===== config.mk =====
export PLATFORM = sky130hd
export DESIGN_NAME = lfsr_seeded_block_interleaver_flat
export DESIGN_NICKNAME = d
export VERILOG_FILES = /design/src/rtl/lsbi_pkg.sv /design/src/rtl/lsbi_stream_if.sv /design/src/rtl/lsbi_ctrl.sv /design/src/rtl/lsbi_datapath.sv /design/src/rtl/lfsr_seeded_block_interleaver.sv /design/src/flat_wrapper.sv
export SDC_FILE = /design/constraint.sdc
export NUM_CORES = 2
export LEC_CHECK = 0
export BUFFER_PORTS_ARGS = -buffer_cell sky130_fd_sc_hd__buf_2
export CAP_MARGIN = 25
export CORE_MARGIN = 2
export CORE_UTILIZATION = 25
export DETAILED_ROUTE_END_ITERATION = 12
export MAX_ROUTING_LAYER = met4
export SLEW_MARGIN = 20
export SYNTH_ARGS = -nofsm -noshare
export SYNTH_HDL_FRONTEND = slang
export SYNTH_HIERARCHICAL = 1
export SYNTH_SLANG_ARGS = --single-unit
export TNS_END_PERCENT = 5

===== constraint.sdc =====
create_clock -name clk -period 6.6 [get_ports clk]
set_input_delay 1.32 -clock clk [delete_from_list [all_inputs] [get_ports clk]]
set_output_delay 1.32 -clock clk [all_outputs]
set_load 0.03 [all_outputs]

===== src/rtl/lsbi_pkg.sv =====
`timescale 1ns / 1ps

package lsbi_pkg;

    localparam int DATA_W     = 8;
    localparam int BS_W       = 7;
    localparam int SEED_W     = 32;
    localparam int CFG_IDX_W  = 2;
    localparam int CFG_DATA_W = 32;
    localparam int DIV_STEPS  = 32;
    localparam int DIV_CNT_W  = 5;

    localparam logic [CFG_IDX_W-1:0] REG_BLOCK_SIZE = 2'd0;
    localparam logic [CFG_IDX_W-1:0] REG_SEED       = 2'd1;
    localparam logic [CFG_IDX_W-1:0] REG_DIRECTION  = 2'd2;

    localparam logic [SEED_W-1:0] LFSR_TAPS  = 32'hb4bc_d35c;
    localparam logic [SEED_W-1:0] SEED_RESET = 32'h0000_0001;
    localparam logic [BS_W-1:0]   BS_RESET   = 7'd64;

    // controller to datapath commands
    typedef struct packed {
        logic init_wr;
        logic idx_clr;
        logic idx_inc;
        logic idx_dec;
        logic idx_to_last;
        logic lfsr_step;
        logic div_step;
        logic mem_rd;
        logic wr_i;
        logic wr_j;
        logic inv_wr;
        logic buf_rd;
        logic load_en;
        logic out_load;
    } cmd_t;

    // datapath to controller status
    typedef struct packed {
        logic cfg_hit;
        logic idx_last;
        logic idx_one;
        logic n_is_one;
        logic div_last;
        logic load_done;
        logic out_free;
    } stat_t;

endpackage


===== src/rtl/lsbi_stream_if.sv =====
`timescale 1ns / 1ps

interface lsbi_in_if;
    logic                        valid;
    logic                        ready;
    logic [lsbi_pkg::DATA_W-1:0] data_byte;

    modport source (output valid, output data_byte, input ready);
    modport sink (input valid, input data_byte, output ready);
endinterface

interface lsbi_out_if;
    logic                        valid;
    logic                        ready;
    logic [lsbi_pkg::DATA_W-1:0] out_byte;
    logic                        last;

    modport source (output valid, output out_byte, output last, input ready);
    modport sink (input valid, input out_byte, input last, output ready);
endinterface


===== src/rtl/lsbi_ctrl.sv =====
`timescale 1ns / 1ps

module lsbi_ctrl
(
    input  logic            clk,
    input  logic            rst_n,
    input  lsbi_pkg::stat_t stat,
    output lsbi_pkg::cmd_t  cmd
);

    typedef enum logic [11:0] {
        S_INIT  = 12'b0000_0000_0001,
        S_LFSR  = 12'b0000_0000_0010,
        S_DIV   = 12'b0000_0000_0100,
        S_RDSW  = 12'b0000_0000_1000,
        S_WRI   = 12'b0000_0001_0000,
        S_WRJ   = 12'b0000_0010_0000,
        S_INVRD = 12'b0000_0100_0000,
        S_INVWR = 12'b0000_1000_0000,
        S_LOAD  = 12'b0001_0000_0000,
        S_TAB   = 12'b0010_0000_0000,
        S_BUF   = 12'b0100_0000_0000,
        S_OUT   = 12'b1000_0000_0000
    } state_t;

    state_t state_reg;
    state_t state_next;

    // next state and commands
    always_comb
    begin
        state_next = state_reg;
        cmd        = '0;
        case (state_reg)
            S_INIT:
            begin
                cmd.init_wr = 1'b1;
                if (stat.idx_last)
                begin
                    if (stat.n_is_one)
                    begin
                        cmd.idx_clr = 1'b1;
                        state_next  = S_INVRD;
                    end
                    else
                    begin
                        cmd.idx_to_last = 1'b1;
                        state_next      = S_LFSR;
                    end
                end
                else
                begin
                    cmd.idx_inc = 1'b1;
                end
            end
            S_LFSR:
            begin
                cmd.lfsr_step = 1'b1;
                state_next    = S_DIV;
            end
            S_DIV:
            begin
                cmd.div_step = 1'b1;
                if (stat.div_last)
                begin
                    state_next = S_RDSW;
                end
            end
            S_RDSW:
            begin
                cmd.mem_rd = 1'b1;
                state_next = S_WRI;
            end
            S_WRI:
            begin
                cmd.wr_i   = 1'b1;
                state_next = S_WRJ;
            end
            S_WRJ:
            begin
                cmd.wr_j = 1'b1;
                if (stat.idx_one)
                begin
                    cmd.idx_clr = 1'b1;
                    state_next  = S_INVRD;
                end
                else
                begin
                    cmd.idx_dec = 1'b1;
                    state_next  = S_LFSR;
                end
            end
            S_INVRD:
            begin
                cmd.mem_rd = 1'b1;
                state_next = S_INVWR;
            end
            S_INVWR:
            begin
                cmd.inv_wr = 1'b1;
                if (stat.idx_last)
                begin
                    state_next = S_LOAD;
                end
                else
                begin
                    cmd.idx_inc = 1'b1;
                    state_next  = S_INVRD;
                end
            end
            S_LOAD:
            begin
                cmd.load_en = 1'b1;
                if (stat.load_done)
                begin
                    cmd.idx_clr = 1'b1;
                    state_next  = S_TAB;
                end
            end
            S_TAB:
            begin
                cmd.mem_rd = 1'b1;
                state_next = S_BUF;
            end
            S_BUF:
            begin
                cmd.buf_rd = 1'b1;
                state_next = S_OUT;
            end
            S_OUT:
            begin
                if (stat.out_free)
                begin
                    cmd.out_load = 1'b1;
                    if (stat.idx_last)
                    begin
                        state_next = S_LOAD;
                    end
                    else
                    begin
                        cmd.idx_inc = 1'b1;
                        state_next  = S_TAB;
                    end
                end
            end
            default:
            begin
                state_next = S_INIT;
            end
        endcase
    end

    // state register, restart the build on a write to block size, seed or direction
    always_ff @(posedge clk or negedge rst_n)
    begin
        if (!rst_n)
        begin
            state_reg <= S_INIT;
        end
        else if (stat.cfg_hit)
        begin
            state_reg <= S_INIT;
        end
        else
        begin
            state_reg <= state_next;
        end
    end

endmodule


===== src/rtl/lsbi_datapath.sv =====
`timescale 1ns / 1ps

module lsbi_datapath
#(
    parameter int MAX_BLOCK = 64
)
(
    input  logic                                clk,
    input  logic                                rst_n,
    input  logic                                cfg_we,
    input  logic [lsbi_pkg::CFG_IDX_W-1:0]      cfg_index,
    input  logic [lsbi_pkg::CFG_DATA_W-1:0]     cfg_data,
    input  logic                                in_valid,
    input  logic [lsbi_pkg::DATA_W-1:0]         in_data,
    input  logic                                out_ready,
    output logic                                out_valid,
    output logic [lsbi_pkg::DATA_W-1:0]         out_data,
    output logic                                out_last,
    input  lsbi_pkg::cmd_t                      cmd,
    output lsbi_pkg::stat_t                     stat
);

    localparam int AW = $clog2(MAX_BLOCK);
    localparam int CW = $clog2(MAX_BLOCK + 1);

    logic [lsbi_pkg::BS_W-1:0]   bs_reg;
    logic [lsbi_pkg::SEED_W-1:0] seed_reg;
    logic                        dir_reg;
    logic                        cfg_hit;

    logic [lsbi_pkg::BS_W-1:0]   n_full;
    logic [AW-1:0]               nm1;

    logic [AW-1:0]               idx_reg;
    logic [AW-1:0]               fill_reg;
    logic [lsbi_pkg::SEED_W-1:0] lfsr_reg;
    logic [lsbi_pkg::SEED_W-1:0] lfsr_next;
    logic [lsbi_pkg::SEED_W-1:0] q_reg;
    logic [CW-1:0]               rem_reg;
    logic [CW-1:0]               rem_next;
    logic [CW:0]                 trial;
    logic [CW-1:0]               divisor;
    logic [lsbi_pkg::DIV_CNT_W-1:0] div_cnt_reg;
    logic [AW-1:0]               j_addr;

    logic [AW-1:0]               fwd_mem [MAX_BLOCK];
    logic [AW-1:0]               inv_mem [MAX_BLOCK];
    logic [lsbi_pkg::DATA_W-1:0] buf_mem [MAX_BLOCK];
    logic [AW-1:0]               fwd_rd_a_reg;
    logic [AW-1:0]               fwd_rd_b_reg;
    logic [AW-1:0]               inv_rd_reg;
    logic [lsbi_pkg::DATA_W-1:0] buf_rd_reg;
    logic [AW-1:0]               src_addr;

    logic                        fwd_we;
    logic [AW-1:0]               fwd_waddr;
    logic [AW-1:0]               fwd_wdata;
    logic                        in_acc;

    logic                        out_valid_reg;
    logic [lsbi_pkg::DATA_W-1:0] out_data_reg;
    logic                        out_last_reg;

    assign cfg_hit = cfg_we && ((cfg_index == lsbi_pkg::REG_BLOCK_SIZE) ||
                                (cfg_index == lsbi_pkg::REG_SEED) ||
                                (cfg_index == lsbi_pkg::REG_DIRECTION));

    // configuration registers
    always_ff @(posedge clk or negedge rst_n)
    begin
        if (!rst_n)
        begin
            bs_reg   <= lsbi_pkg::BS_RESET;
            seed_reg <= lsbi_pkg::SEED_RESET;
            dir_reg  <= 1'b0;
        end
        else if (cfg_we)
        begin
            case (cfg_index)
                lsbi_pkg::REG_BLOCK_SIZE: bs_reg   <= cfg_data[lsbi_pkg::BS_W-1:0];
                lsbi_pkg::REG_SEED:       seed_reg <= cfg_data;
                lsbi_pkg::REG_DIRECTION:  dir_reg  <= cfg_data[0];
                default:                  ;
            endcase
        end
    end

    // effective block size, clamped to one and to the maximum
    always_comb
    begin
        if (bs_reg == '0)
        begin
            n_full = lsbi_pkg::BS_W'(1);
        end
        else if (bs_reg > lsbi_pkg::BS_W'(MAX_BLOCK))
        begin
            n_full = lsbi_pkg::BS_W'(MAX_BLOCK);
        end
        else
        begin
            n_full = bs_reg;
        end
    end

    assign nm1 = AW'(n_full - lsbi_pkg::BS_W'(1));

    // galois lfsr step
    assign lfsr_next = (lfsr_reg >> 1) ^ (lfsr_reg[0] ? lsbi_pkg::LFSR_TAPS : '0);

    // one remainder bit per cycle, divisor is i+1
    assign divisor  = CW'(idx_reg) + CW'(1);
    assign trial    = {rem_reg, q_reg[lsbi_pkg::SEED_W-1]};
    assign rem_next = (trial >= {1'b0, divisor}) ? CW'(trial - {1'b0, divisor})
                                                 : trial[CW-1:0];
    assign j_addr   = rem_reg[AW-1:0];

    assign in_acc = cmd.load_en && in_valid;

    // index, fill, lfsr and divider registers
    always_ff @(posedge clk or negedge rst_n)
    begin
        if (!rst_n)
        begin
            idx_reg     <= '0;
            fill_reg    <= '0;
            lfsr_reg    <= lsbi_pkg::SEED_RESET;
            div_cnt_reg <= '0;
        end
        else if (cfg_hit)
        begin
            idx_reg  <= '0;
            fill_reg <= '0;
        end
        else
        begin
            if (cmd.idx_clr)
            begin
                idx_reg <= '0;
            end
            else if (cmd.idx_to_last)
            begin
                idx_reg <= nm1;
            end
            else if (cmd.idx_inc)
            begin
                idx_reg <= idx_reg + AW'(1);
            end
            else if (cmd.idx_dec)
            begin
                idx_reg <= idx_reg - AW'(1);
            end

            if (cmd.init_wr)
            begin
                lfsr_reg <= seed_reg;
            end
            else if (cmd.lfsr_step)
            begin
                lfsr_reg <= lfsr_next;
            end

            if (cmd.lfsr_step)
            begin
                div_cnt_reg <= '0;
            end
            else if (cmd.div_step)
            begin
                div_cnt_reg <= div_cnt_reg + lsbi_pkg::DIV_CNT_W'(1);
            end

            if (in_acc)
            begin
                fill_reg <= (fill_reg == nm1) ? '0 : fill_reg + AW'(1);
            end
        end
    end

    // divider payload
    always_ff @(posedge clk)
    begin
        if (cmd.lfsr_step)
        begin
            q_reg   <= lfsr_next;
            rem_reg <= '0;
        end
        else if (cmd.div_step)
        begin
            q_reg   <= q_reg << 1;
            rem_reg <= rem_next;
        end
    end

    // forward table write port
    always_comb
    begin
        fwd_we    = cmd.init_wr || cmd.wr_i || cmd.wr_j;
        fwd_waddr = idx_reg;
        fwd_wdata = idx_reg;
        if (cmd.wr_i)
        begin
            fwd_wdata = fwd_rd_b_reg;
        end
        else if (cmd.wr_j)
        begin
            fwd_waddr = j_addr;
            fwd_wdata = fwd_rd_a_reg;
        end
    end

    assign src_addr = dir_reg ? inv_rd_reg : fwd_rd_a_reg;

    // table and buffer memories
    always_ff @(posedge clk)
    begin
        if (fwd_we)
        begin
            fwd_mem[fwd_waddr] <= fwd_wdata;
        end
        if (cmd.inv_wr)
        begin
            inv_mem[fwd_rd_a_reg] <= idx_reg;
        end
        if (in_acc)
        begin
            buf_mem[fill_reg] <= in_data;
        end
        if (cmd.mem_rd)
        begin
            fwd_rd_a_reg <= fwd_mem[idx_reg];
            fwd_rd_b_reg <= fwd_mem[j_addr];
            inv_rd_reg   <= inv_mem[idx_reg];
        end
        if (cmd.buf_rd)
        begin
            buf_rd_reg <= buf_mem[src_addr];
        end
    end

    // output register
    always_ff @(posedge clk or negedge rst_n)
    begin
        if (!rst_n)
        begin
            out_valid_reg <= 1'b0;
        end
        else if (cmd.out_load)
        begin
            out_valid_reg <= 1'b1;
        end
        else if (out_ready)
        begin
            out_valid_reg <= 1'b0;
        end
    end

    always_ff @(posedge clk)
    begin
        if (cmd.out_load)
        begin
            out_data_reg <= buf_rd_reg;
            out_last_reg <= (idx_reg == nm1);
        end
    end

    assign out_valid = out_valid_reg;
    assign out_data  = out_data_reg;
    assign out_last  = out_last_reg;

    // status back to the controller
    always_comb
    begin
        stat.cfg_hit   = cfg_hit;
        stat.idx_last  = (idx_reg == nm1);
        stat.idx_one   = (idx_reg == AW'(1));
        stat.n_is_one  = (nm1 == '0);
        stat.div_last  = (div_cnt_reg == lsbi_pkg::DIV_CNT_W'(lsbi_pkg::DIV_STEPS - 1));
        stat.load_done = in_acc && (fill_reg == nm1);
        stat.out_free  = !out_valid_reg || out_ready;
    end

endmodule


===== src/rtl/lfsr_seeded_block_interleaver.sv =====
`timescale 1ns / 1ps
// input: one byte per cycle while a block loads; the block of n bytes then
// leaves as n output requests (table read, buffer read, then an output load
// that waits while the output is held); the table build after reset or a write to
// block size, seed or direction fills the table, shuffles it with the bit-serial
// 32-step remainder unit and builds the inverse; no input is taken meanwhile
// reset clears control state, restores register defaults and starts a build

module lfsr_seeded_block_interleaver
#(
    parameter int MAX_BLOCK = 64
)
(
    input  logic                            clk,
    input  logic                            rst_n,
    lsbi_in_if.sink                         in_ch,
    lsbi_out_if.source                      out_ch,
    input  logic                            cfg_we,
    input  logic [lsbi_pkg::CFG_IDX_W-1:0]  cfg_index,
    input  logic [lsbi_pkg::CFG_DATA_W-1:0] cfg_data
);

    lsbi_pkg::cmd_t  cmd;
    lsbi_pkg::stat_t stat;

    lsbi_ctrl u_ctrl
    (
        .clk   (clk),
        .rst_n (rst_n),
        .stat  (stat),
        .cmd   (cmd)
    );

    lsbi_datapath #(
        .MAX_BLOCK (MAX_BLOCK)
    ) u_datapath
    (
        .clk       (clk),
        .rst_n     (rst_n),
        .cfg_we    (cfg_we),
        .cfg_index (cfg_index),
        .cfg_data  (cfg_data),
        .in_valid  (in_ch.valid),
        .in_data   (in_ch.data_byte),
        .out_ready (out_ch.ready),
        .out_valid (out_ch.valid),
        .out_data  (out_ch.out_byte),
        .out_last  (out_ch.last),
        .cmd       (cmd),
        .stat      (stat)
    );

    assign in_ch.ready = cmd.load_en;

    // a write to block size, seed or direction starts a rebuild, so no byte is taken next cycle
    a_cfg_blocks_input: assert property (@(posedge clk) disable iff (!rst_n)
        stat.cfg_hit |=> !in_ch.ready)
        else $error("input taken straight after a register write");

    // a waiting output request keeps its payload
    a_out_hold: assert property (@(posedge clk) disable iff (!rst_n)
        out_ch.valid && !out_ch.ready |=>
            out_ch.valid && $stable(out_ch.out_byte) && $stable(out_ch.last))
        else $error("output request changed while waiting");

    // no output is loaded while bytes are being taken
    a_load_excl: assert property (@(posedge clk) disable iff (!rst_n)
        in_ch.ready |-> !cmd.out_load)
        else $error("output loaded during block load");

endmodule


===== src/flat_wrapper.sv =====
// flat-port wrapper written by rule: the top's interface ports become plain ports
module lfsr_seeded_block_interleaver_flat 
#(
    parameter int MAX_BLOCK = 64
)
  (clk, rst_n, cfg_we, cfg_index, cfg_data, in_ch_valid, in_ch_data_byte, in_ch_ready, out_ch_valid, out_ch_out_byte, out_ch_last, out_ch_ready);
  lsbi_in_if in_ch_i ();
  lsbi_out_if out_ch_i ();
  input  logic clk;
  input  logic rst_n;
  input  logic cfg_we;
  input  logic [lsbi_pkg::CFG_IDX_W-1:0] cfg_index;
  input  logic [lsbi_pkg::CFG_DATA_W-1:0] cfg_data;
  input wire logic [$bits(in_ch_i.valid)-1:0] in_ch_valid;
  input wire logic [$bits(in_ch_i.data_byte)-1:0] in_ch_data_byte;
  output wire logic [$bits(in_ch_i.ready)-1:0] in_ch_ready;
  output wire logic [$bits(out_ch_i.valid)-1:0] out_ch_valid;
  output wire logic [$bits(out_ch_i.out_byte)-1:0] out_ch_out_byte;
  output wire logic [$bits(out_ch_i.last)-1:0] out_ch_last;
  input wire logic [$bits(out_ch_i.ready)-1:0] out_ch_ready;
  assign in_ch_i.valid = in_ch_valid;
  assign in_ch_i.data_byte = in_ch_data_byte;
  assign in_ch_ready = in_ch_i.ready;
  assign out_ch_valid = out_ch_i.valid;
  assign out_ch_out_byte = out_ch_i.out_byte;
  assign out_ch_last = out_ch_i.last;
  assign out_ch_i.ready = out_ch_ready;
  lfsr_seeded_block_interleaver #(.MAX_BLOCK(MAX_BLOCK)) u_core (.clk(clk), .rst_n(rst_n), .in_ch(in_ch_i), .out_ch(out_ch_i), .cfg_we(cfg_we), .cfg_index(cfg_index), .cfg_data(cfg_data));
endmodule

==> flow_summary_export.csv <==
group,metric,value,unit
synthesis,synth-xor-area-share,0.5547,%
run,timing.max_cap.violations,0,
synthesis,syn_nets,4196,
synthesis,yosys_warnings,6,
cts,hold_buffers,0,
die,initial_core_utilization,25.08,%
critical_path,startpoint_type,"flip-flop",
global_route,antenna_found_initial,3,
cts,tritoncts_num_sinks,1456,
pwr,power-per-cell-area,332.3,nW/um^2
die,dieArea,269400,um^2
synthesis,post_synth_fa_ha_maj_area_fraction,0.2944,%
place,place_hpwl,105.6,mm
synthesis,yosys.area.top_type,"edfxtp_1",
die,core_region_area,264400,um^2
global_route,grt_overflow,0,
detailed_routing,drc,0,
detailed_routing,detail_route.wirelength,176.9,mm
synthesis,yosys.area.top_type_share,61.00,%
synthesis,number_of_enable_type_register_cells_in_the_synthesized_netlist,1347,
timing,final_critical_path_setup_slack,2.040,ns
hold_path,min_delay_path_depth,2,
hold_path,hold-path-endpoint,"u_core/u_datapath/lfsr_reg[9]",
pwr,p_leak,22.02,nW
critical_path,critical_path.cell_chain,"or4_1 -> or3_4 -> nor3b_4 -> buf_4 -> nand2b_1 -> a31o_2 -> nand2_1 -> nor2_1",
timing,hold_violations,0,
synthesis,sequential_element_share_of_the_synthesized_area,65.07,%
synthesis,fraction_of_registers_with_async_set_reset,7.005,%
critical_path,worst-r2r-setup-slack,2.04,ns
layout,drive_gt1_share,20.18,%
place,worst_case_setup_slack_after_placement,2.132,ns
detailed_routing,detail_route.wl_per_cell,22.91,um
timing,fin_crit_sh,69.09,%
synthesis,synth_cell_type_count,87,
critical_path,ff_to_ff_end,"u_core/u_datapath/fwd_mem[37][0]",
critical_path,path_max_fanout,17,
synthesis,synth_top_cells_by_area,"edfxtp_1 (61%), mux4_2 (13%), a211oi_1 (5.4%)",
status,outcome,"finished clean",
cts,cts_tree,"built",
critical_path,cell_count_of_the_worst_reg_to_reg_path,8,
synthesis,post_synth.cell_area_avg,16.04,um^2
synthesis,synth.ff_latch_count,1456,
cts,clk_path_buf_depth,3,
timing,tns,0,ns
timing,setup_violations,0,
layout,layout_top_registers,"u_core/u_datapath/buf_mem: 512 flops, u_core/u_datapath/fwd_mem: 384 flops, u_core/u_datapath/inv_mem: 384 flops",
die,io_pins,58,
layout,register_with_the_highest_flop_count,"u_core/u_datapath/buf_mem",
detailed_routing,vias_post_dr,40287,
synthesis,synth.top_cells.by_count,"edfxtp_1 (1347), a211oi_1 (473), mux4_2 (377), nor2_1 (299), clkbuf_1 (231)",
cts,cts.clk_slew.worst_paths,0.06,ns
detailed_routing,detail_route.first_pass.iterations,5,
timing,tightestPinTransition,1.098,ns
pwr,peakVddDrop,0.0002884,V
timing,final.min_clock_period,4.560,ns
cts,tritoncts.num_buffers,148,
die,row_count,189,
timing,max_freq,0.2193,GHz
die,chipHeight,519.0,um
cts,quantity_of_gates_resized_following_cts,0,
critical_path,criticalPathCategory,"flip-flop to flip-flop",
global_route,groute.usage.overall,13.06,%
critical_path,cp.required,7.02,ns
die,die_w,519.0,um
timing,final_max_slew_viol_count,0,
timing,rsz_0062_raised_after_global_routing,"no",
critical_path,critical-path-slowest-cell,"or4_1",
layout,number_of_flip_flops_in_the_largest_register,512,
detailed_routing,drt_iter0_markers,4339,
critical_path,critical_path.endpoint_type,"flip-flop",
cts,post_cts.repair.setup_buffers,0,
synthesis,post_synth_and_or_nand_nor_area_fraction,4.830,%
synthesis,compound_gate_portion_of_the_synthesized_area,12.77,%
cts,clk_latency,0.81,ns
detailed_routing,drt-vias-per-instance,5.218,
global_route,global_route_wire_length_before_repair,264.2,mm
synthesis,synth_mux_area_share,14.17,%
timing,finalClockSkew,0.05173,ns
synthesis,yosys_most_used_dff,"edfxtp_1",
place,port_buffers,57,
critical_path,slowest_delay,0.78,ns
synthesis,syn-cell-area,66310,um^2
layout,area_delta_synth_final,13.68,%
synthesis,synth_top_family_by_area,"multiplexers",
synthesis,yosysMostFrequentCell,"edfxtp_1",
critical_path,cp.arrival,4.98,ns
hold_path,min_path_type,"flip-flop to flip-flop",
layout,n_fill_cell,26268,
global_route,grt_max_degree,170,
detailed_routing,final_antenna_net_count,0,
layout,nets,4132,
cts,cts_root_buf,"clkbuf_16",
timing,timing.max_slew.rel_slack,26.56,%
cts,cts_max_level,4,
critical_path,worstReg2RegStart,"u_core/u_ctrl/state_reg[1]",
place,place.gp.congestion,0.8210,
hold_path,min_from,"u_core/u_datapath/lfsr_reg[9]",
synthesis,postSynthCellCount,4134,
global_route,grt_pass1_vias,39672,
layout make-up:
class	count	area [um^2]	share of cell area [%]
Multi-Input combinational cell	2297	21810	28.93
Timing Repair Buffer	138	1041	1.381
Clock inverter	79	848.3	1.125
Sequential cell	1456	43180	57.28
Inverter	29	131.4	0.1743
Tap cell	3533	4420	5.864
Antenna cell	1	2.502	0.003320
Clock buffer	188	3946	5.235
logic make-up after synthesis:
group / Yosys count
simple gates: 657
xor+xnor: 42
mux: 460
buf+inv: 381
compound gates: 1123
fa+ha+maj: 15
flops: 1456
how the worst max path moves through the flow:
stage / from / endpoint / cells past startpoint
after global routing: u_core/u_ctrl/state_reg[1] / u_core/u_datapath/fwd_mem[37][0] / 8
after detailed placement: u_core/u_ctrl/state_reg[1] / u_core/u_datapath/fwd_mem[23][0] / 9
after floorplan: u_core/u_datapath/idx_reg[2] / u_core/u_datapath/fwd_mem[0][2] / 5
after global placement: u_core/u_ctrl/state_reg[1] / u_core/u_datapath/fwd_mem[31][2] / 9
after CTS: u_core/u_ctrl/state_reg[1] / u_core/u_datapath/fwd_mem[23][4] / 9
final: u_core/u_ctrl/state_reg[1] / u_core/u_datapath/fwd_mem[37][0] / 8
critical path: cells and delay by family (launching register included):
family | cells | cell delay, ns
AOI/OAI and AO/OA | 1 | 0.25
DFF | 1 | 0.52
and+or+nand+nor | 6 | 3.10
buffers and inverters | 1 | 0.31
cell usage in the layout, fill, tap and decap left out, types with 58 or more instances in the layout:
| master | synthesis | final |
|---|---|---|
| edfxtp_1 | 1347 | 1347 |
| o21ai_0 | 75 | 69 |
| mux2_2 | 58 | 58 |
| nor2_1 | 299 | 298 |
| a21oi_1 | 78 | 78 |
| mux4_2 | 377 | 377 |
| dfrtp_1 | 98 | 91 |
| o41ai_1 | 84 | 84 |
| a211oi_1 | 473 | 473 |
| buf_2 | 49 | 59 |
| o21bai_1 | 148 | 148 |
| buf_4 | 1 | 67 |
| clkbuf_16 | 0 | 150 |
| nand2_1 | 110 | 110 |
per-stage QoR:
| step | instances | cell area, um^2 | hold WS [ns] | utilization (%) | power (mW) |
|---|---|---|---|---|---|
| global placement | 7446 | 70490 | 0.4833 | 26.66 | 16.86 |
| detailed placement | 7451 | 70550 | 0.4920 | 26.68 | 16.93 |
| CTS | 7718 | 75340 | 0.5065 | 28.50 | 25.24 |
| finish | 7721 | 75380 | 0.5018 | 28.51 | 25.05 |
| floorplan | 4134 | 66310 | 0.4003 | - | 15.18 |
| global route | 7721 | 75380 | 0.5211 | 28.51 | 26.01 |
where the power goes:
part           switching [mW]  internal [mW]
clock network            3.62           4.71
registers               0.365           10.7
logic                    3.21           2.45
routing by layer:
metal  GRT usage (%)  wire, um
met2           20.62     84750
met5               -         0
met4           3.426      4294
met3           2.012     12740
met1           17.53     75120
Note: power is estimated with default switching activity, not from simulation.
